===== config.mk =====
export PLATFORM = sky130hd
export DESIGN_NAME = three_key_press_timer_core
export DESIGN_NICKNAME = d
export VERILOG_FILES = /design/src/rtl/core/tkpt_pkg.sv /design/src/rtl/core/tkpt_key.sv /design/src/rtl/core/three_key_press_timer_core.sv
export SDC_FILE = /design/constraint.sdc
export NUM_CORES = 1
export LEC_CHECK = 0
export BUFFER_PORTS_ARGS = -buffer_cell sky130_fd_sc_hd__buf_4
export CORE_MARGIN = 8
export CORE_UTILIZATION = 35
export CTS_BUF_LIST = sky130_fd_sc_hd__clkbuf_16
export CTS_CLUSTER_DIAMETER = 200
export DETAILED_ROUTE_END_ITERATION = 16
export MAX_ROUTING_LAYER = met4
export SKIP_LAST_GASP = 1
export SLEW_MARGIN = 40
export SYNTH_ARGS = -nofsm -noshare
export SYNTH_HDL_FRONTEND = slang
export SYNTH_HIERARCHICAL = 1
export SYNTH_SLANG_ARGS = --single-unit
export TNS_END_PERCENT = 100

===== constraint.sdc =====
create_clock -name clk -period 15.1 [get_ports clk]
set_clock_uncertainty 0.15 [all_clocks]
set_input_delay 1.51 -clock clk [delete_from_list [all_inputs] [get_ports clk]]
set_output_delay 1.51 -clock clk [all_outputs]
set_load 0.1 [all_outputs]

===== src/rtl/core/tkpt_pkg.sv =====
// ----------------------------------------------------------------------------
// tkpt_pkg
// shared types and constants of the three key press timer
// ----------------------------------------------------------------------------
package tkpt_pkg;

  localparam int unsigned NUM_KEYS  = 3;
  localparam int unsigned KEY_COUNT = 3;

  localparam int unsigned TIME_W = 32;
  localparam int unsigned DEB_W  = 8;

  localparam logic [DEB_W-1:0] DEBOUNCE_RESET = 8'd20;

  localparam int unsigned IN_FIELDS_W  = TIME_W + KEY_COUNT;
  localparam int unsigned IN_TDATA_W   = ((IN_FIELDS_W + 7) / 8) * 8;
  localparam int unsigned OUT_FIELDS_W = 1 + KEY_COUNT * TIME_W + 2 * KEY_COUNT;
  localparam int unsigned OUT_TDATA_W  = ((OUT_FIELDS_W + 7) / 8) * 8;

  localparam int unsigned IDX_ENTER = 0;
  localparam int unsigned IDX_DOWN  = 1;
  localparam int unsigned IDX_UP    = 2;

  typedef struct packed {
    logic [TIME_W-1:0] hold_time;
    logic              rise;
    logic              fall;
  } key_res_t;

endpackage


===== src/rtl/core/tkpt_key.sv =====
// ----------------------------------------------------------------------------
// tkpt_key
// press latch, start time and edge flags of one key
// ----------------------------------------------------------------------------
module tkpt_key (
  input  logic                            clk,
  input  logic                            rst_n,
  input  logic                            adv,
  input  logic                            level,
  input  logic [tkpt_pkg::TIME_W-1:0]     now_ms,
  input  logic [tkpt_pkg::DEB_W-1:0]      debounce_ms,
  output tkpt_pkg::key_res_t              res
);

  logic                        latched_r;
  logic                        latched_nxt;
  logic [tkpt_pkg::TIME_W-1:0] start_r;
  logic [tkpt_pkg::TIME_W-1:0] start_nxt;
  logic [tkpt_pkg::TIME_W-1:0] start_eff;
  logic [tkpt_pkg::TIME_W-1:0] elapsed;
  logic [tkpt_pkg::TIME_W-1:0] deb_ext;

  assign start_eff = latched_r ? start_r : now_ms;
  assign elapsed   = now_ms - start_eff;
  assign deb_ext   = {{(tkpt_pkg::TIME_W - tkpt_pkg::DEB_W){1'b0}}, debounce_ms};

  always_comb begin
    res.rise      = level & ~latched_r;
    res.fall      = ~level & latched_r;
    res.hold_time = '0;
    if (level) begin
      res.hold_time = (elapsed > deb_ext) ? elapsed : {{(tkpt_pkg::TIME_W-1){1'b0}}, 1'b1};
    end
    latched_nxt = level;
    start_nxt   = level ? start_eff : '0;
  end

  always_ff @(posedge clk) begin
    if (!rst_n) begin
      latched_r <= 1'b0;
      start_r   <= '0;
    end else if (adv) begin
      latched_r <= latched_nxt;
      start_r   <= start_nxt;
    end
  end

endmodule


===== src/rtl/core/three_key_press_timer_core.sv =====
// ----------------------------------------------------------------------------
// three_key_press_timer_core
// press duration and edge flags for the enter, down and up keys
// ----------------------------------------------------------------------------
// in_* carries one sample item: a millisecond tick and three raw key levels.
// out_* carries one result item per sample: any key pressed, the hold time
// of each key (0 released, 1 not yet past debounce, else held ms) and a
// rise and fall flag per key. cfg_wr_en writes debounce_ms at once.
// an item passes an input register and a result register: out_tvalid rises
// when the item moves from the input register into the result register.
// one item per cycle is sustained while out_tready stays high, set by the
// single compare and subtract per key between the two registers, with the
// key state updated as an item leaves the input register.
// reset clears all key latches and start times, empties both registers and
// sets debounce_ms to 20. when the receiver stalls, the result register holds
// its item and the input register still takes one more; in_tready falls only
// when both are full.
// ----------------------------------------------------------------------------
module three_key_press_timer_core (
  input  logic                                clk,
  input  logic                                rst_n,
  input  logic                                cfg_wr_en,
  input  logic [tkpt_pkg::DEB_W-1:0]          cfg_wr_data,
  input  logic                                in_tvalid,
  output logic                                in_tready,
  // now_ms[31:0], enter_level, down_level, up_level, zero fill
  input  logic [tkpt_pkg::IN_TDATA_W-1:0]     in_tdata,
  output logic                                out_tvalid,
  input  logic                                out_tready,
  // any_pressed, enter_time, down_time, up_time, enter_rise, enter_fall,
  // down_rise, down_fall, up_rise, up_fall, zero fill
  output logic [tkpt_pkg::OUT_TDATA_W-1:0]    out_tdata
);

  logic [tkpt_pkg::DEB_W-1:0]     debounce_r;
  logic                           s1_valid_r;
  logic [tkpt_pkg::TIME_W-1:0]    s1_now_r;
  logic [tkpt_pkg::KEY_COUNT-1:0] s1_level_r;
  logic                           s1_adv;
  logic                           out_valid_r;
  logic [tkpt_pkg::OUT_TDATA_W-1:0] out_data_r;
  logic [tkpt_pkg::OUT_TDATA_W-1:0] out_data_nxt;
  tkpt_pkg::key_res_t             key_res [tkpt_pkg::KEY_COUNT];

  assign s1_adv    = s1_valid_r && (!out_valid_r || out_tready);
  assign in_tready = !s1_valid_r || s1_adv;

  always_ff @(posedge clk) begin
    if (!rst_n) begin
      debounce_r <= tkpt_pkg::DEBOUNCE_RESET;
    end else if (cfg_wr_en) begin
      debounce_r <= cfg_wr_data;
    end
  end

  always_ff @(posedge clk) begin
    if (!rst_n) begin
      s1_valid_r <= 1'b0;
    end else if (in_tready) begin
      s1_valid_r <= in_tvalid;
    end
  end

  always_ff @(posedge clk) begin
    if (in_tready && in_tvalid) begin
      s1_now_r   <= in_tdata[tkpt_pkg::TIME_W-1:0];
      s1_level_r <= in_tdata[tkpt_pkg::TIME_W +: tkpt_pkg::KEY_COUNT];
    end
  end

  for (genvar k = 0; k < tkpt_pkg::KEY_COUNT; k++) begin : g_key
    if (k < tkpt_pkg::NUM_KEYS) begin : g_on
      tkpt_key u_key (
        .clk         (clk),
        .rst_n       (rst_n),
        .adv         (s1_adv),
        .level       (s1_level_r[k]),
        .now_ms      (s1_now_r),
        .debounce_ms (debounce_r),
        .res         (key_res[k])
      );
    end else begin : g_off
      assign key_res[k] = '0;
    end
  end

  always_comb begin
    out_data_nxt    = '0;
    out_data_nxt[0] = |s1_level_r;
    for (int k = 0; k < tkpt_pkg::KEY_COUNT; k++) begin
      out_data_nxt[1 + k*tkpt_pkg::TIME_W +: tkpt_pkg::TIME_W] = key_res[k].hold_time;
      out_data_nxt[1 + tkpt_pkg::KEY_COUNT*tkpt_pkg::TIME_W + 2*k]     = key_res[k].rise;
      out_data_nxt[1 + tkpt_pkg::KEY_COUNT*tkpt_pkg::TIME_W + 2*k + 1] = key_res[k].fall;
    end
  end

  always_ff @(posedge clk) begin
    if (!rst_n) begin
      out_valid_r <= 1'b0;
    end else if (!out_valid_r || out_tready) begin
      out_valid_r <= s1_valid_r;
    end
  end

  always_ff @(posedge clk) begin
    if (s1_adv) begin
      out_data_r <= out_data_nxt;
    end
  end

  assign out_tvalid = out_valid_r;
  assign out_tdata  = out_data_r;

endmodule


==> metrics.yaml <==
status: "complete, no violations"
relSlewSlack_pct: 44.6
drtIter0Drc: 993
endpoint_kind: "flop"
gpl.final_weighted_congestion: 0.925
synth_top_area_cell: "edfxtp_1"
chipHeight_um: 239
postPlaceCellArea_um2: 19100
synthAdderAreaFrac_pct: 8.95
maxCapViolCount: 0
cts_max_level: 1
yosysWarningCount: 6
cts_tree: "built"
synth_top_area_share_pct: 23.8
cts.sinks: 247
grt_max_degree: 110
synthXorXnorAreaFrac_pct: 2.76
cts_made_buffers: 29
design_area_um2: 20100
wl_mm: 54.5
async_flop_share_pct: 0
wl_per_cell_um: 20.0
ys.flop_type: "edfxtp_1"
clock_latency_ns: 0.58
cts_hold_buf: 0
cts-resized-gates: 0
clockBufferDepth: 3
grt_pass1_vias: 14600
crit_type: "flop to flop"
grt_antenna_before_repair: 1
hp-start: "g_key[0].g_on.u_key/latched_r"
worst_slew_pin_slew_ns: 0.830
path_clk_slew_ns: 0.06
r2r_start: "s1_now_r[1]"
hold_path_class: "flop to flop"
vdd_drop_max_mv: 0.0919
grt_pass1_wl_mm: 83.7
crit_path_max_fanout: 9
synth_compound_area_share_pct: 20.4
dp.final_hpwl_mm: 41.2
critPathLaunchType: "flop"
fmax_mhz: 172
synthTopCellsByCount: "inv_1 (141), edfxtp_1 (138), and2_1 (137)"
layout-drive-gt1-share_pct: 12.8
ios: 159
initial_core_util_pct: 35.1
syn-num-nets: 2111
num_rows: 82
setup_tns_ns: 0
timing.final.hold_violations: 0
via_count: 14900
portBuffers: 152
drc: 0
vias_per_cell: 5.47
die_x_um: 239
grt_usage_pct: 18.9
setup.worst_path.start: "s1_now_r[1]"
power_leakage_nw: 7.75
slew_violations: 0
core_area_um2: 49700
drt-pass1-iter-count: 5
synthMuxAreaShare_pct: 6.20
final_nets: 2207
netlist_top_cells_area: "edfxtp_1 (24%), dfxtp_1 (13%), ha_1 (8.6%)"
worstPathArrival_ns: 5.94
netSwitchingFraction_pct: 37.1
rsz0062_at_grt: "no"
synth-simple-area-share_pct: 20.0
cts_setup_buffers: 0
synth.distinct_cells: 97
switching_power_w: 0.000841
fin_crit_ns: 5.81
syn_inst: 1935
ant_nets: 0
cp.required_ns: 15.23
pwr-share-comb_pct: 33.6
dieArea_um2: 57200
setup_viol: 0
synth_most_common_cell: "inv_1"
synth_edf_count: 138
p_int_w: 0.00143
min_period_over_period_pct: 38.5
syn_area_um2: 17400
ys_seq_area_share_pct: 36.3
synth-seq-cells: 247
p_per_area_nw_per_um2: 113
cts-root-buf: "clkbuf_16"
synth_top_family_by_area: "compound AO/OA/AOI/OAI gates"
area_growth_pct: 15.3
power.share.clock_pct: 31.5
overflow: 0
syn_area_per_cell_um2: 9.02
seq_power_share_pct: 34.9
## routing by layer
metal | part of all wire, % | GRT usage (%)
met1 | 45 | 23.7
met4 | 3.1 | 6.12
met5 | 0 | -
met3 | 5.1 | 2.73
met2 | 47 | 31.1
## final timing paths
path | to | slack (ns) | cells past startpoint
setup / recovery | out_tdata[36] | 9.29 | 17
hold / removal | g_key[0].g_on.u_key/latched_r | 0.33 | 2
setup reg to reg | out_tdata[36] | 9.29 | 17
hold reg to reg | g_key[0].g_on.u_key/latched_r | 0.33 | 2
## layout by cell type, fill, tap and decap left out, drive strengths merged, types with 43 or more instances in the layout
cell	n
buf	164
inv	145
and2	140
edfxtp	138
nand2	134
ha	120
a21oi	112
dfxtp	109
mux2i	107
nor2	107
o22ai	95
o21ai	75
nand3	43
## power groups by stage
| stage | clock (W) | combinational [W] | sequential, W |
|---|---|---|---|
| global placement | 0 | 0.000749 | 0.000804 |
| global route | 0.000761 | 0.000826 | 0.000794 |
| finish | 0.000715 | 0.000761 | 0.000791 |
| CTS | 0.000738 | 0.000761 | 0.000791 |
| detailed placement | 0 | 0.000757 | 0.000805 |
| floorplan | 0 | 0.000434 | 0.000934 |
## metrics by stage
stage                     util, %  worst slack, ns  hold slack [ns]  total power [W]  instances
after global routing         40.5             8.99            0.363          0.00238       2727
after floorplan                 -             7.67            0.305          0.00137       1935
final                        40.5             9.29            0.330          0.00227       2727
after detailed placement     38.5             9.29            0.326          0.00156       2672
after global placement       38.5             9.37            0.317          0.00155       2672
after CTS                    40.5             9.26            0.335          0.00229       2726
## area by class of cell
cell class | instances | area (um^2)
antenna | 1 | 2.50
clock buffer | 29 | 726
clock inverter | 25 | 245
fill | 4996 | 29500
inverter | 141 | 529
multi-input combinational | 1448 | 10200
sequential | 247 | 6330
tap | 672 | 841
timing repair buffer | 164 | 1240
## sequential cells by signal, summed over array words and instances (netlist names)
signal and count:
debounce_r 8, g_key.g_on.u_key/latched_r 3, g_key.g_on.u_key/start_r 96, out_tdata 103
out_tvalid 1, s1_level_r 3, s1_now_r 32, s1_valid_r 1
## critical path: stages (launching register included)
cell	delay (ns)
edfxtp_1	0.56
mux2i_1	0.30
inv_1	0.10
fa_1	0.43
nand2b_1	0.20
a21oi_2	0.39
nor2_1	0.14
xnor2_1	0.43
ha_1	0.34
nand4_1	0.10
nand2b_1	0.12
o22ai_1	0.11
a21o_1	0.22
a2111o_1	0.38
a2111oi_2	0.45
nand4_1	0.24
nor4_4	0.63
nor2_1	0.19
## kinds of logic after synthesis
family | after synthesis
adder cells (fa/ha/maj) | 123
flip-flops | 247
other | 1
XOR/XNOR | 55
AO/OA/AOI/OAI | 515
multiplexers | 108
buffers and inverters | 240
AND/OR/NAND/NOR | 646
Power figures use the tool's default switching activity.
